===== src/rtl/core/ryuv_pkg.sv =====
package ryuv_pkg;

  // Configuration register indexes
  localparam int unsigned CFG_IDX_W = 2;
  localparam logic [CFG_IDX_W-1:0] REG_SOURCE_WIDTH  = 2'd0;
  localparam logic [CFG_IDX_W-1:0] REG_SOURCE_HEIGHT = 2'd1;
  localparam logic [CFG_IDX_W-1:0] REG_SCALE         = 2'd2;

  // Register field widths and reset values
  localparam int unsigned DIM_W   = 13;
  localparam int unsigned SCALE_W = 4;
  localparam logic [DIM_W-1:0]   WIDTH_RST  = 13'd640;
  localparam logic [DIM_W-1:0]   HEIGHT_RST = 13'd480;
  localparam logic [SCALE_W-1:0] SCALE_RST  = 4'd1;

  // BT.601 integer coefficients
  localparam logic signed [17:0] C_YR  = 18'sd66;
  localparam logic signed [17:0] C_YG  = 18'sd129;
  localparam logic signed [17:0] C_YB  = 18'sd25;
  localparam logic signed [17:0] C_UR  = -18'sd38;
  localparam logic signed [17:0] C_UG  = -18'sd74;
  localparam logic signed [17:0] C_UB  = 18'sd112;
  localparam logic signed [17:0] C_VR  = 18'sd112;
  localparam logic signed [17:0] C_VG  = -18'sd94;
  localparam logic signed [17:0] C_VB  = -18'sd18;
  localparam logic signed [17:0] ROUND = 18'sd128;
  localparam logic signed [17:0] OFF_Y = 18'sd16;
  localparam logic signed [17:0] OFF_C = 18'sd128;

  // One converted pixel
  typedef struct packed {
    logic [7:0] y;
    logic [7:0] cb;
    logic [7:0] cr;
  } ryuv_pix_t;

  // floor((sum + 128) / 256) + offset, clamped to 0..255
  function automatic logic [7:0] conv(input logic signed [17:0] sum,
                                      input logic signed [17:0] off);
    logic signed [17:0] v;
    begin
      v = ((sum + ROUND) >>> 8) + off;
      if (v < 18'sd0) begin
        conv = 8'd0;
      end else if (v > 18'sd255) begin
        conv = 8'd255;
      end else begin
        conv = v[7:0];
      end
    end
  endfunction

endpackage


===== src/rtl/core/ryuv_csc.sv =====
// Color space conversion of one pixel, RGB to BT.601 YCbCr
module ryuv_csc (
  input  logic [7:0]           blue,
  input  logic [7:0]           green,
  input  logic [7:0]           red,
  output ryuv_pkg::ryuv_pix_t  pix
);
  import ryuv_pkg::*;

  logic signed [17:0] b_s, g_s, r_s;
  logic signed [17:0] sum_y, sum_u, sum_v;

  assign b_s = signed'({10'd0, blue});
  assign g_s = signed'({10'd0, green});
  assign r_s = signed'({10'd0, red});

  // Constant-coefficient sums of products
  assign sum_y = C_YR * r_s + C_YG * g_s + C_YB * b_s;
  assign sum_u = C_UR * r_s + C_UG * g_s + C_UB * b_s;
  assign sum_v = C_VR * r_s + C_VG * g_s + C_VB * b_s;

  assign pix.y  = conv(sum_y, OFF_Y);
  assign pix.cb = conv(sum_u, OFF_C);
  assign pix.cr = conv(sum_v, OFF_C);

endmodule


===== src/rtl/core/rgb_to_yuv420_semiplanar_upscale.sv =====
// RGB to YCbCr 4:2:0 converter with integer upscaling. Each accepted source
// pixel yields scale output pixels (luma replicated horizontally); last marks
// the final one. The source must present each row scale times for vertical
// replication. On even output rows every second output pixel carries a chroma
// pair (Cb in chroma_first, Cr in chroma_second); otherwise both read zero.
// Timing: a request is registered in the input register, then occupies the
// output register while it is replicated scale times, so throughput is one
// source pixel per cycle at scale 1 while out_stall is low. The next request
// is taken while the current one is being replicated. Zero-valued registers
// act as 1, oversized ones saturate at MAX_WIDTH / MAX_SCALE. Write registers
// only while the block is idle.
module rgb_to_yuv420_semiplanar_upscale #(
  parameter int unsigned MAX_WIDTH = 4096,
  parameter int unsigned MAX_SCALE = 8
) (
  input  logic                         clk,
  input  logic                         rst_n,
  // configuration
  input  logic                         cfg_we,
  input  logic [ryuv_pkg::CFG_IDX_W-1:0] cfg_index,
  input  logic [ryuv_pkg::DIM_W-1:0]   cfg_data,
  // source pixel requests
  input  logic                         in_valid,
  output logic                         in_stall,
  input  logic [7:0]                   in_blue,
  input  logic [7:0]                   in_green,
  input  logic [7:0]                   in_red,
  // output pixel requests
  output logic                         out_valid,
  input  logic                         out_stall,
  output logic [7:0]                   out_luma,
  output logic                         out_chroma_valid,
  output logic [7:0]                   out_chroma_first,
  output logic [7:0]                   out_chroma_second,
  output logic                         out_last
);
  import ryuv_pkg::*;

  localparam int unsigned CW = $clog2(MAX_WIDTH + 1);
  localparam int unsigned SW = $clog2(MAX_SCALE + 1);
  localparam int unsigned RW = $clog2(MAX_WIDTH * MAX_SCALE + 1);

  // Configuration registers
  logic [DIM_W-1:0]   src_width_r, src_height_r;
  logic [SCALE_W-1:0] scale_r;

  always_ff @(posedge clk) begin
    if (!rst_n) begin
      src_width_r  <= WIDTH_RST;
      src_height_r <= HEIGHT_RST;
      scale_r      <= SCALE_RST;
    end else if (cfg_we) begin
      unique case (cfg_index)
        REG_SOURCE_WIDTH:  src_width_r  <= cfg_data;
        REG_SOURCE_HEIGHT: src_height_r <= cfg_data;
        REG_SCALE:         scale_r      <= cfg_data[SCALE_W-1:0];
        default: ;
      endcase
    end
  end

  // Effective limits: zero acts as one, oversize saturates
  logic [CW-1:0] w_eff, h_eff;
  logic [SW-1:0] s_eff;
  logic [RW-1:0] rows;

  assign w_eff = (src_width_r == '0) ? CW'(1) :
                 (32'(src_width_r) > MAX_WIDTH) ? CW'(MAX_WIDTH) : CW'(src_width_r);
  assign h_eff = (src_height_r == '0) ? CW'(1) :
                 (32'(src_height_r) > MAX_WIDTH) ? CW'(MAX_WIDTH) : CW'(src_height_r);
  assign s_eff = (scale_r == '0) ? SW'(1) :
                 (32'(scale_r) > MAX_SCALE) ? SW'(MAX_SCALE) : SW'(scale_r);
  assign rows  = RW'(RW'(h_eff) * RW'(s_eff));

  // Input register
  logic       a_valid_r;
  logic [7:0] a_blue_r, a_green_r, a_red_r;
  logic       a_adv;

  // Output register
  logic          o_valid_r;
  ryuv_pix_t     o_pix_r;
  logic          o_even_r;
  logic          o_par_r;
  logic [SW-1:0] o_cnt_r, o_cnt_nxt;
  logic [SW-1:0] o_scale_r;
  logic          o_last;
  logic          o_take;
  logic          o_done;
  logic          o_cv;

  assign o_take = o_valid_r && !out_stall;
  assign o_last = (o_cnt_r == o_scale_r - SW'(1));
  assign o_done = o_take && o_last;
  assign a_adv  = a_valid_r && (!o_valid_r || o_done);
  assign in_stall = a_valid_r && !a_adv;

  always_ff @(posedge clk) begin
    if (!rst_n) begin
      a_valid_r <= 1'b0;
    end else if (!in_stall) begin
      a_valid_r <= in_valid;
    end
  end

  always_ff @(posedge clk) begin
    if (in_valid && !in_stall) begin
      a_blue_r  <= in_blue;
      a_green_r <= in_green;
      a_red_r   <= in_red;
    end
  end

  // Pixel conversion
  ryuv_pix_t a_pix;

  ryuv_csc u_csc (
    .blue  (a_blue_r),
    .green (a_green_r),
    .red   (a_red_r),
    .pix   (a_pix)
  );

  // Frame position counters
  logic [CW-1:0] col_r, col_nxt;
  logic [RW-1:0] row_r, row_nxt;
  logic          par_r, par_nxt;
  logic [CW-1:0] col1, col2;
  logic [RW-1:0] row1, row2, row3;
  logic          par1, par2;
  logic          even_row;

  always_comb begin
    // wrap left over from a register change
    col1 = col_r;
    row1 = row_r;
    par1 = par_r;
    if (col_r >= w_eff) begin
      col1 = '0;
      row1 = row_r + RW'(1);
    end
    row2 = row1;
    if (row1 >= rows) begin
      row2 = '0;
      par1 = 1'b0;
    end
    even_row = !row2[0];
    // advance by one source pixel, scale output pixels
    col2 = col1 + CW'(1);
    par2 = par1 ^ s_eff[0];
    row3 = row2;
    col_nxt = col2;
    par_nxt = par2;
    if (col2 >= w_eff) begin
      col_nxt = '0;
      row3 = row2 + RW'(1);
      if (row3 >= rows) begin
        row3 = '0;
        par_nxt = 1'b0;
      end
    end
    row_nxt = row3;
  end

  always_ff @(posedge clk) begin
    if (!rst_n) begin
      col_r <= '0;
      row_r <= '0;
      par_r <= 1'b0;
    end else if (a_adv) begin
      col_r <= col_nxt;
      row_r <= row_nxt;
      par_r <= par_nxt;
    end
  end

  // Replication counter and output valid
  always_comb begin
    o_cnt_nxt = o_cnt_r;
    if (a_adv) begin
      o_cnt_nxt = '0;
    end else if (o_take) begin
      o_cnt_nxt = o_cnt_r + SW'(1);
    end
  end

  always_ff @(posedge clk) begin
    if (!rst_n) begin
      o_valid_r <= 1'b0;
      o_cnt_r   <= '0;
    end else begin
      o_cnt_r <= o_cnt_nxt;
      if (a_adv) begin
        o_valid_r <= 1'b1;
      end else if (o_done) begin
        o_valid_r <= 1'b0;
      end
    end
  end

  always_ff @(posedge clk) begin
    if (a_adv) begin
      o_pix_r   <= a_pix;
      o_even_r  <= even_row;
      o_par_r   <= par1;
      o_scale_r <= s_eff;
    end
  end

  // Chroma rides on even rows at even global pixel count
  assign o_cv = o_even_r && !(o_par_r ^ o_cnt_r[0]);

  assign out_valid         = o_valid_r;
  assign out_luma          = o_pix_r.y;
  assign out_chroma_valid  = o_cv;
  assign out_chroma_first  = o_cv ? o_pix_r.cb : 8'd0;
  assign out_chroma_second = o_cv ? o_pix_r.cr : 8'd0;
  assign out_last          = o_last;

endmodule


===== config.mk =====
export PLATFORM = sky130hd
export DESIGN_NAME = rgb_to_yuv420_semiplanar_upscale
export DESIGN_NICKNAME = d
export VERILOG_FILES = /design/src/rtl/core/ryuv_pkg.sv /design/src/rtl/core/ryuv_csc.sv /design/src/rtl/core/rgb_to_yuv420_semiplanar_upscale.sv
export SDC_FILE = /design/constraint.sdc
export NUM_CORES = 1
export LEC_CHECK = 0
export BUFFER_PORTS_ARGS = -buffer_cell sky130_fd_sc_hd__buf_2
export CAP_MARGIN = 20
export CORE_UTILIZATION = 55
export DETAILED_ROUTE_END_ITERATION = 12
export GPL_ROUTABILITY_DRIVEN = 1
export MAX_ROUTING_LAYER = met4
export PLACE_DENSITY = 0.72
export SYNTH_ARGS = -nofsm -noshare
export SYNTH_HDL_FRONTEND = slang
export SYNTH_HIERARCHICAL = 1
export SYNTH_SLANG_ARGS = --single-unit

===== constraint.sdc =====
create_clock -name clk -period 9.9 [get_ports clk]
set_input_delay 0.495 -clock clk [delete_from_list [all_inputs] [get_ports clk]]
set_output_delay 0.495 -clock clk [all_outputs]
set_load 0.01 [all_outputs]

==> results.sh <==
export IMPL_hold_ws_ns=0.211
export IMPL_finalCritPeriodShare_pct=92.8
export IMPL_vias_per_cell=5.73
export IMPL_ant_nets=0
export IMPL_hold_class="input pin to flip-flop"
export IMPL_grt_pass1_vias=14500
export IMPL_ctsHtreeMaxLevel=4
export IMPL_place_ws_ns=0.219
export IMPL_rows=65
export IMPL_via_count=14300
export IMPL_yosys_area_top_type="ha_1"
export IMPL_final_fill_count=2758
export IMPL_r2r_start="src_height_r[1]$_SDFFE_PN0P_"
export IMPL_hold_depth=1
export IMPL_clk_pin_slew_ns=0.07
export IMPL_period_minus_slack_ns=9.19
export IMPL_synth_cell_types=91
export IMPL_status="complete, no violations"
export IMPL_syn_area_per_cell_um2=9.08
export IMPL_finalNetCount=2594
export IMPL_clockBufferDepth=2
export IMPL_cts_tree="done"
export IMPL_ys_seq_area_share_pct=16.3
export IMPL_max_freq_mhz=109
export IMPL_syn_cell_area_mm2=0.0180
export IMPL_synth_seq_cells=120
export IMPL_worstPathArrival_ns=9.52
export IMPL_rsz0062_at_grt="no"
export IMPL_final_layout_size_suffix_gt1_share_pct=7.83
export IMPL_drv_cap=0
export IMPL_grt_max_degree=44
export IMPL_min_to="a_blue_r[4]$_DFFE_PP_"
export IMPL_fin_ws_ns=0.714
export IMPL_grt_ovfl_total=0
export IMPL_grt_pass1_wl_um=71700
export IMPL_grt_util_all_layers_pct=27.8
export IMPL_coreArea_mm2=0.0319
export IMPL_clock_sinks=120
export IMPL_root_buffer="clkbuf_16"
export IMPL_insertion_delay_ns=0.46
export IMPL_timing_rr_end="row_r[13]$_SDFFE_PN0P_"
export IMPL_async_flop_share_pct=0
export IMPL_slowest_stage="fa_1"
export IMPL_synth_area_top_cells="ha_1 (26%), fa_1 (14%), edfxtp_1 (9.0%)"
export IMPL_critPathMaxStageDelay_ns=0.54
export IMPL_antenna_cells=0
export IMPL_synth_top_cell_area_share_pct=26.3
export IMPL_hold_viol_final=0
export IMPL_r2r_slack_ns=0.71
export IMPL_final_setup_skew_ns=0.0168
export IMPL_synth_fp_nets=2535
export IMPL_gp_congestion=0.958
export IMPL_finalSetupTns_ns=0
export IMPL_end_kind="flip-flop"
export IMPL_die_width_um=183
export IMPL_area_growth_syn_to_layout_pct=7.94
export IMPL_drc_errors=0
export IMPL_wire_per_inst_um=17.3
export IMPL_critical_path_class="flip-flop to flip-flop"
export IMPL_wl_um=43100
export IMPL_cts_buffers=17
export IMPL_yosysMostFrequentCell="ha_1"
export IMPL_start_util_pct=56.5
export IMPL_required_ns=10.24
export IMPL_synth_commonest_cells="ha_1 (378), inv_1 (293), nand2_1 (135)"
export IMPL_slew_headroom_pct=30.6
export IMPL_antenna_found_initial=0
export IMPL_drt_first_iter_violations=952
export IMPL_ios=72
export IMPL_multi_input_area_mm2=0.0138
export IMPL_die_h_um=183
export IMPL_slew_viol_final=0
export IMPL_dieArea_mm2=0.0335
export IMPL_port_buffers=71
export IMPL_ff2ff_path_depth=44
export IMPL_dpl_hpwl_um=34800
export IMPL_synth_ff_type="dfxtp_1"
export IMPL_tightest_slew_ns=1.03
export IMPL_yosys_warnings=6
export IMPL_worstHoldStart="in_blue[4]"
export IMPL_cp_start_kind="flip-flop"
export IMPL_setup_violations=0
export IMPL_first_pass_iters=6
export IMPL_synth_enable_flop_cells=54
export IMPL_path_max_fanout=19
export IMPL_seq_area_mm2=0.00294
export IMPL_synthCells=1983
[cell type report]
| cell class | count | area share, % |
|---|---|---|
| Inverter | 294 | 5.68 |
| Multi-Input combinational cell | 1526 | 71.1 |
| Timing Repair Buffer | 83 | 2.36 |
| Tap cell | 435 | 2.80 |
| Sequential cell | 120 | 15.1 |
| Clock buffer | 18 | 2.26 |
| Clock inverter | 14 | 0.670 |
[logic make-up after synthesis]
| logic type | Yosys count | share of synthesized area, % |
|---|---|---|
| fa+ha+maj | 509 | 40.8 |
| simple gates | 497 | 13.8 |
| compound gates | 375 | 14.6 |
| buf+inv | 337 | 7.31 |
| xor+xnor | 135 | 6.61 |
| flops | 120 | 16.3 |
| mux | 10 | 0.563 |
[layer usage]
metal	wire length (um)	vias to the layer above	global-route usage [%]
li1	-	6985	-
met1	20200	6864	36.4
met2	19900	377	44.3
met3	2390	49	4.90
met4	661	0	7.73
met5	0	-	-
[per-stage QoR]
step | instance area, um^2 | utilization (%) | instances
2_1_floorplan | 18000 | - | 1983
3_3_place_gp | 18800 | 58.9 | 2456
3_5_place_dp | 18800 | 58.9 | 2456
4_1_cts | 19300 | 60.7 | 2488
5_1_grt | 19400 | 61.0 | 2490
6_report | 19400 | 61.0 | 2490
[critical path: cells and delay by family, from the launching register on]
family	cells	cell delay [ns]
and+or+nand+nor	11	1.89
xor gates and xnor gates	2	0.33
AOI/OAI and AO/OA	21	3.95
DFF	1	0.35
adders and majority gates	6	2.00
buffers and inverters	4	0.55
[worst max-delay path by stage]
| stage | from | to | depth (start not counted) |
|---|---|---|---|
| floorplan | src_height_r[4]$_SDFFE_PN0P_ | row_r[6]$_SDFFE_PN0P_ | 45 |
| global placement | src_height_r[1]$_SDFFE_PN0P_ | row_r[6]$_SDFFE_PN0P_ | 43 |
| detailed placement | src_height_r[1]$_SDFFE_PN0P_ | row_r[13]$_SDFFE_PN0P_ | 43 |
| CTS | src_height_r[1]$_SDFFE_PN0P_ | row_r[13]$_SDFFE_PN0P_ | 43 |
| global route | src_height_r[4]$_SDFFE_PN0P_ | row_r[10]$_SDFFE_PN0P_ | 44 |
| finish | src_height_r[1]$_SDFFE_PN0P_ | row_r[13]$_SDFFE_PN0P_ | 44 |
[placed cells by master, fill, tap and decap left out, types with 28 or more instances in the layout]
master      n
and3_1     28
inv_1     293
xnor2_1    73
nor2_1    107
buf_2      71
fa_1      130
nand3_1    44
a21oi_1    75
xor2_1     60
nand2_1   135
a21boi_0   28
ha_1      378
and2_1     31
a21o_1     30
o21ai_0    69
dfxtp_1    66
edfxtp_1   54
[sequential cells by signal, summed over array words and instances (netlist names)]
register and flops:
row_r 16, o_pix_r 16, src_height_r 13, o_par_r 1
o_cnt_r 4, src_width_r 13, a_green_r 8, o_scale_r 4
scale_r 4, a_blue_r 8, par_r 1, a_valid_r 1
col_r 13, out_valid 1, a_red_r 8, out_luma 8
o_even_r 1
[repair_timing]
item | in CTS | in global routing
resized for setup | 0 | 15
hold buffers | 0 | 0
setup endpoints to repair | 0 | 17
buffers inserted | 0 | 2
Power is not shown: default switching activity piles up to over one toggle a cycle in this logic, so the estimate is an artifact.
